**config.mk**
```make
export PLATFORM = sky130hd
export DESIGN_NAME = cfft32_front
export DESIGN_NICKNAME = d
export VERILOG_FILES = /design/src/rtl/core/cfft32_pkg.sv /design/src/rtl/core/cfft32_front.sv
export SDC_FILE = /design/constraint.sdc
export NUM_CORES = 1
export LEC_CHECK = 0
export BUFFER_PORTS_ARGS = -buffer_cell sky130_fd_sc_hd__buf_4
export CAP_MARGIN = 15
export CELL_PAD_IN_SITES_DETAIL_PLACEMENT = 2
export CELL_PAD_IN_SITES_GLOBAL_PLACEMENT = 2
export CORE_AREA = 2 2 87 131
export CTS_CLUSTER_SIZE = 8
export DETAILED_ROUTE_END_ITERATION = 8
export DIE_AREA = 0 0 89 133
export MAX_ROUTING_LAYER = met4
export PLACE_DENSITY = 0.77
export RECOVER_POWER = 25
export SLEW_MARGIN = 5
export SYNTH_ARGS = -nofsm -noshare
export SYNTH_HDL_FRONTEND = slang
export SYNTH_SLANG_ARGS = --single-unit
```
**constraint.sdc**
```tcl
create_clock -name clk_i -period 1.3 [get_ports clk_i]
set_input_delay 0.26 -clock clk_i [delete_from_list [all_inputs] [get_ports clk_i]]
set_output_delay 0.26 -clock clk_i [all_outputs]
set_load 0.03 [all_outputs]
```
**src/rtl/core/cfft32_pkg.sv**
```systemverilog
package cfft32_pkg;

  localparam int unsigned NPts = 32;
  localparam int unsigned IdxW = 5;
  localparam int unsigned WordW = 32;

  localparam logic [WordW-1:0] HalfSqrt2 = 32'h5a82799a;

  typedef logic [WordW-1:0] word_t;

  // Twiddle table, cosine then sine for each rotation.
  function automatic word_t twiddle(input logic [5:0] idx);
    word_t w;
    case (idx)
      6'd0: w = 32'd1073741824;   6'd1: w = 32'd0;
      6'd2: w = 32'd1073741824;   6'd3: w = 32'd0;
      6'd4: w = 32'd1073741824;   6'd5: w = 32'd0;
      6'd6: w = 32'd1402911301;   6'd7: w = -32'sd410903207;
      6'd8: w = 32'd1262586814;   6'd9: w = -32'sd209476638;
      6'd10: w = 32'd1489322693;  6'd11: w = -32'sd596538995;
      6'd12: w = 32'd1518500250;  6'd13: w = -32'sd759250125;
      6'd14: w = 32'd1402911301;  6'd15: w = -32'sd410903207;
      6'd16: w = 32'd1402911301;  6'd17: w = -32'sd992008094;
      6'd18: w = 32'd1402911301;  6'd19: w = -32'sd992008094;
      6'd20: w = 32'd1489322693;  6'd21: w = -32'sd596538995;
      6'd22: w = 32'd843633538;   6'd23: w = -32'sd1053110176;
      6'd24: w = 32'd1073741824;  6'd25: w = -32'sd1073741824;
      6'd26: w = 32'd1518500250;  6'd27: w = -32'sd759250125;
      6'd28: w = 32'd0;           6'd29: w = -32'sd759250125;
      6'd30: w = 32'd581104888;   6'd31: w = -32'sd992008094;
      6'd32: w = 32'd1489322693;  6'd33: w = -32'sd892783698;
      6'd34: w = -32'sd843633538; 6'd35: w = -32'sd209476638;
      6'd36: w = 32'd0;           6'd37: w = -32'sd759250125;
      6'd38: w = 32'd1402911301;  6'd39: w = -32'sd992008094;
      6'd40: w = -32'sd1402911301; 6'd41: w = 32'd410903207;
      6'd42: w = -32'sd581104888; 6'd43: w = -32'sd410903207;
      6'd44: w = 32'd1262586814;  6'd45: w = -32'sd1053110176;
      6'd46: w = -32'sd1489322693; 6'd47: w = 32'd892783698;
      default: w = '0;
    endcase
    return w;
  endfunction

  // Bit reversal of a sample index.
  function automatic logic [IdxW-1:0] bitrev(input logic [IdxW-1:0] k);
    logic [IdxW-1:0] r;
    for (int i = 0; i < IdxW; i++) r[i] = k[IdxW-1-i];
    return r;
  endfunction

  // Upper word of a signed 32 by 32 product.
  function automatic word_t mulhi(input word_t a, input word_t b);
    logic signed [2*WordW-1:0] p;
    p = $signed(a) * $signed(b);
    return p[2*WordW-1:WordW];
  endfunction

  function automatic word_t asr(input word_t x, input logic [1:0] n);
    return word_t'($signed(x) >>> n);
  endfunction

endpackage

```
**src/rtl/core/cfft32_front.sv**
```systemverilog
// Front end: takes samples, counts the frame and holds each request for the back end.
module cfft32_front (
  input  logic                             clk_i,
  input  logic                             rst_ni,
  input  logic                             start_i,
  input  logic                             full_i,
  input  cfft32_pkg::word_t                sample_re_i,
  input  cfft32_pkg::word_t                sample_im_i,
  output logic                             push_o,
  output logic [cfft32_pkg::IdxW-1:0]      addr_o,
  output cfft32_pkg::word_t                re_o,
  output cfft32_pkg::word_t                im_o,
  output logic                             busy_o
);

  logic [cfft32_pkg::IdxW-1:0] cnt_q, cnt_d;
  logic [cfft32_pkg::IdxW-1:0] addr_q, addr_d;
  cfft32_pkg::word_t           re_q, re_d, im_q, im_d;
  logic                        vld_q, vld_d;
  logic                        acc, pop;

  // One request register: free when empty or when the back end takes it.
  assign busy_o = vld_q && full_i;
  assign acc    = start_i && !busy_o;
  assign pop    = vld_q && !full_i;
  assign push_o = pop;
  assign addr_o = addr_q;
  assign re_o   = re_q;
  assign im_o   = im_q;
  assign cnt_d  = acc ? cnt_q + 1'b1 : cnt_q;
  assign vld_d  = acc || (vld_q && !pop);
  // Write straight into bit-reversed position, which replaces the swap pass.
  assign addr_d = acc ? cfft32_pkg::bitrev(cnt_q) : addr_q;
  assign re_d   = acc ? sample_re_i : re_q;
  assign im_d   = acc ? sample_im_i : im_q;

  always_ff @(posedge clk_i or negedge rst_ni) begin
    if (!rst_ni) begin
      cnt_q  <= '0;
      vld_q  <= 1'b0;
      addr_q <= '0;
      re_q   <= '0;
      im_q   <= '0;
    end else begin
      cnt_q  <= cnt_d;
      vld_q  <= vld_d;
      addr_q <= addr_d;
      re_q   <= re_d;
      im_q   <= im_d;
    end
  end

endmodule

```
# Yosys cells after proc, flatten, opt, wreduce, memory -nomap -nowiden
# Cells that the tools add are included.
[op_classes]
n_addsub = 1
reduce_logical = 8
[op_table]
columns = ["operator", "n"]
rows = [
  ["adder 5 x 1 -> 5 bit (second input constant)", 1],
  ["logical AND 1 bit", 4],
  ["zero test 1 bit", 3],
  ["logical OR 1 bit", 1],
]
[word_totals]
reg_bits = 75
in_bits = 68
out_inout_bits = 71
wordCells = 14

# Longest topological paths before layout
[logic_depth]
word_depth = 5
depth_mapped = 5
mapped_depth_nobuf = 3

# Worst setup path after synthesis
# No wires, ideal clock.
[synth_path]
path_type = "reg2reg"
startpoint = "register vld_q"
endpoint = "register im_q[0], in the netlist im_o[0]"
setup_time_ns = 0.125
arrival_time_ns = 1.154
required_ns = 1.175
path_slack_ns = 0.022
stages_incl_launch_ff = 5
n_path_buf = 2
period_less_slack_ns = 1.278
path_cell_list = "dfrtp_1 a21boi_2 buf_6 buf_6 mux2_2"
[synth_between]
elab_chain_cells = 3
[synth_lines]
columns = ["element", "line", "source"]
rows = [
  ["from (decl)", "cfft32_front.sv:19", "logic vld_q, vld_d;"],
  ["from (signal assigned)", "cfft32_front.sv:46", "vld_q <= vld_d;"],
  ["logical AND 1 bit", "cfft32_front.sv:23", "assign busy_o = vld_q && full_i;"],
  ["zero test 1 bit", "cfft32_front.sv:24", "assign acc = start_i && !busy_o;"],
  ["logical AND 1 bit", "cfft32_front.sv:24", ""],
  ["to (signal assigned)", "cfft32_front.sv:49", "im_q <= im_d;"],
  ["to (decl)", "cfft32_front.sv:18", "cfft32_pkg::word_t re_q, re_d, im_q, im_d;"],
]
# Every way passes these cells.
# A chain may end at the register's enable or synchronous reset.

# Final worst setup path
[layout_path]
startpoint = "register vld_q"
endpoint = "register re_q[24], in the netlist re_o[24]"
[layout_between]
elab_chain_cells = 3
[layout_lines]
columns = ["element", "line", "source"]
rows = [
  ["logical AND 1 bit", "cfft32_front.sv:23", ""],
  ["zero test 1 bit", "cfft32_front.sv:24", ""],
  ["logical AND 1 bit", "cfft32_front.sv:24", ""],
  ["to (signal assigned)", "cfft32_front.sv:48", "re_q <= re_d;"],
  ["to (decl)", "cfft32_front.sv:18", ""],
]
# Every way passes these cells.

==> qor.yml <==
wl_mm: 8.50
drc: 0
dr_total_vias: 2018
std_cell_rows: 47
die_width_um: 89
crit_start: "vld_q$_DFF_PN0_"
relSlewSlack: 0.527
synth_cell_type_count: 14
p_per_area_nw_per_um2: 1830
setup_tns_ns: -4.71
ys_seq_area_frac: 0.659
netlist.top_cell.by_area: "dfrtp_1"
coreArea_um2: 10800
wl_per_cell_um: 18.1
setup_viol_count_final: 74
ant_nets: 0
portBuffers: 138
max_stage_delay_ns: 0.41
rsz0062_at_grt: "true"
drtPass1Iterations: 4
grt_pass1_wl_mm: 12.0
grt_usage: 0.139
period_share: 1.07
timing.hold.ws_ns: 0.137
finalMaxSlewViolations: 0
leakage_uw: 0.00228
cp_data_required_time_ns: 1.51
yosys.area_share.adder: 0.00440
fin_ws_ns: -0.0957
synth_common_cells: "dfrtp_1 (75), mux2_2 (70), buf_6 (6)"
critical_path_class: "register to register"
first_global_vias: 2310
reg2reg_setup_slack_ns: -0.1
max_freq_mhz: 716
finalHoldViolations: 0
yosys-mux-area-fraction: 0.277
grt_max_degree: 76
yosysWarnings: 0
hpwlAfterDp_mm: 5.46
power_uw: 8670
htree_num_levels: 3
ys_ff_latch: 75
synth_xor_area_frac: 0.0123
cts_sinks: 75
die-area_um2: 11800
drive_gt1_frac: 0.737
ioPinCount: 139
final_util: 0.438
worstRegToRegCells: 4
clockRootBuffer: "clkbuf_16"
place_area_um2: 4050
synth_top_area_frac: 0.659
cts_tree: "built"
endpoint: "re_o[24]$_DFFE_PN0P_"
reg2reg_to: "re_o[24]$_DFFE_PN0P_"
drv_cap: 0
regToRegStartpoint: "vld_q$_DFF_PN0_"
antenna_found_initial: 0
worstPathCellList: "a21boi_4, buf_12, buf_16, mux2_2"
cpMaxStageDelayCell: "dfrtp_1"
worst_pin_slew_ns: 0.709
vias_per_cell: 4.29
synth-async-reset-ratio: 1.00
synth_flop_cell: "dfrtp_1"
synth_edf_count: 0
initial_core_util: 0.263
ir_drop_v: 0.000787
avgSynthCellArea_um2: 17.3
clk_pin_slew_ns: 0.06
hold_class: "primary input to register"
area_delta_synth_final_pct: 66.4
drt_first_iter_violations: 27
outcome: "finished, violations left"
syn-cell-area_um2: 2850
synth_top_family_by_area: "multiplexers"
overflow: 0
failed_checks: "setup timing"
final_cell_area_um2: 4740
timing.final.crit_period_ns: 1.40
syn-num-nets: 234
die_h_um: 133
antenna_cells: 0
post-synth-top-count-cell: "dfrtp_1"
syn-instance-count: 165
yosys.area_share.simple: 0.0123
finClkSkew_ns: 0.00449
synthTopCellsByArea: "dfrtp_1 (66%), mux2_2 (28%), buf_6 (2.4%), xnor2_1 (0.92%), buf_8 (0.53%)"
clock_latency_ns: 0.33
routabilityCongestion: 0.669
critPathMaxFanout: 15
synth-compound-area-share: 0.00396
cts_inserted_buffers: 9
nNetsFinal: 387
worst_setup_path_start_kind: "register"
end_kind: "register"
clk_path_buf_depth: 2
crit_arrival_ns: 1.60
[through the flow]
step           worst slack [ns]  instances
2_1_floorplan            0.0215        165
3_3_place_gp            -0.0880        446
3_5_place_dp             -0.131        446
4_1_cts                  -0.110        466
5_1_grt                  -0.126        470
6_report                -0.0957        470
[cell families after synthesis]
kind of cell / after synthesis
flops: 75
mux: 70
buf+inv: 8
simple gates: 6
xor+xnor: 4
compound gates: 1
fa+ha+maj: 1
[worst max-delay path, delay by kind of cell, from the launching register on]
kind | cells | cell delay, ns
DFF | 1 | 0.41
muxes | 1 | 0.35
buffers and inverters | 2 | 0.32
AOI/OAI and AO/OA | 1 | 0.18
[cell type report]
| type | instances | area [um^2] |
|---|---|---|
| clock buffers | 12 | 256 |
| well taps | 147 | 184 |
| flip-flops and latches | 75 | 1880 |
| clock inverters | 4 | 120 |
| repair buffers | 150 | 1280 |
| multi-input cells | 82 | 1020 |
| fillers | 1119 | 6080 |
[report_power, final]
part	switching, uW	total (uW)	internal, uW
combinational	1290	2470	1180
clock	929	3100	2180
sequential	301	3090	2790
total	2520	8670	6150
[cells in the final DEF, fill, tap and decap left out, types with 2 or more instances in the layout]
| cell type | instances |
|---|---|
| buf_6 | 4 |
| bufinv_16 | 4 |
| nand4_1 | 2 |
| buf_4 | 136 |
| buf_16 | 3 |
| clkbuf_16 | 12 |
| dfrtp_1 | 75 |
| clkbuf_8 | 2 |
| mux2_4 | 33 |
| mux2_2 | 37 |
| xnor2_1 | 3 |
[how the worst min path moves through the flow]
stage          depth (start not counted)     from               endpoint
2_1_floorplan                          0   rst_ni  addr_o[0]$_DFFE_PN0P_
3_3_place_gp                           2   rst_ni   im_o[10]$_DFFE_PN0P_
3_5_place_dp                           2   rst_ni   im_o[10]$_DFFE_PN0P_
4_1_cts                                2  start_i        vld_q$_DFF_PN0_
5_1_grt                                2  start_i        vld_q$_DFF_PN0_
6_report                               2  start_i        vld_q$_DFF_PN0_
[flip-flops by register name, indices dropped and copies added, names as in the netlist]
signal and flops:
addr_o 5, cnt_q 5, vld_q 1, im_o 32, re_o 32
[layer usage]
metal  share of wire  wire length (um)  vias to the layer above  global-route usage
met5               0                 0                        -                   -
met4           0.010                85                        0              0.0448
met3           0.059               498                        7              0.0337
met2            0.57              4830                       84               0.255
met1            0.36              3080                     1043               0.141
li1                -                 -                      884                   -
[repair_timing]
| item | 4_1_cts | 5_1_grt |
|---|---|---|
| hold buffers | 1 | 0 |
| setup buffers | 2 | 0 |
| pin swaps | 2 | 0 |
| endpoints found under the setup margin | 75 | 75 |
| resized for setup | 8 | 35 |
| endpoints found under the hold margin | 75 | 0 |
| cloned | 1 | 4 |
No activity file was read; power rests on OpenSTA's default activity.
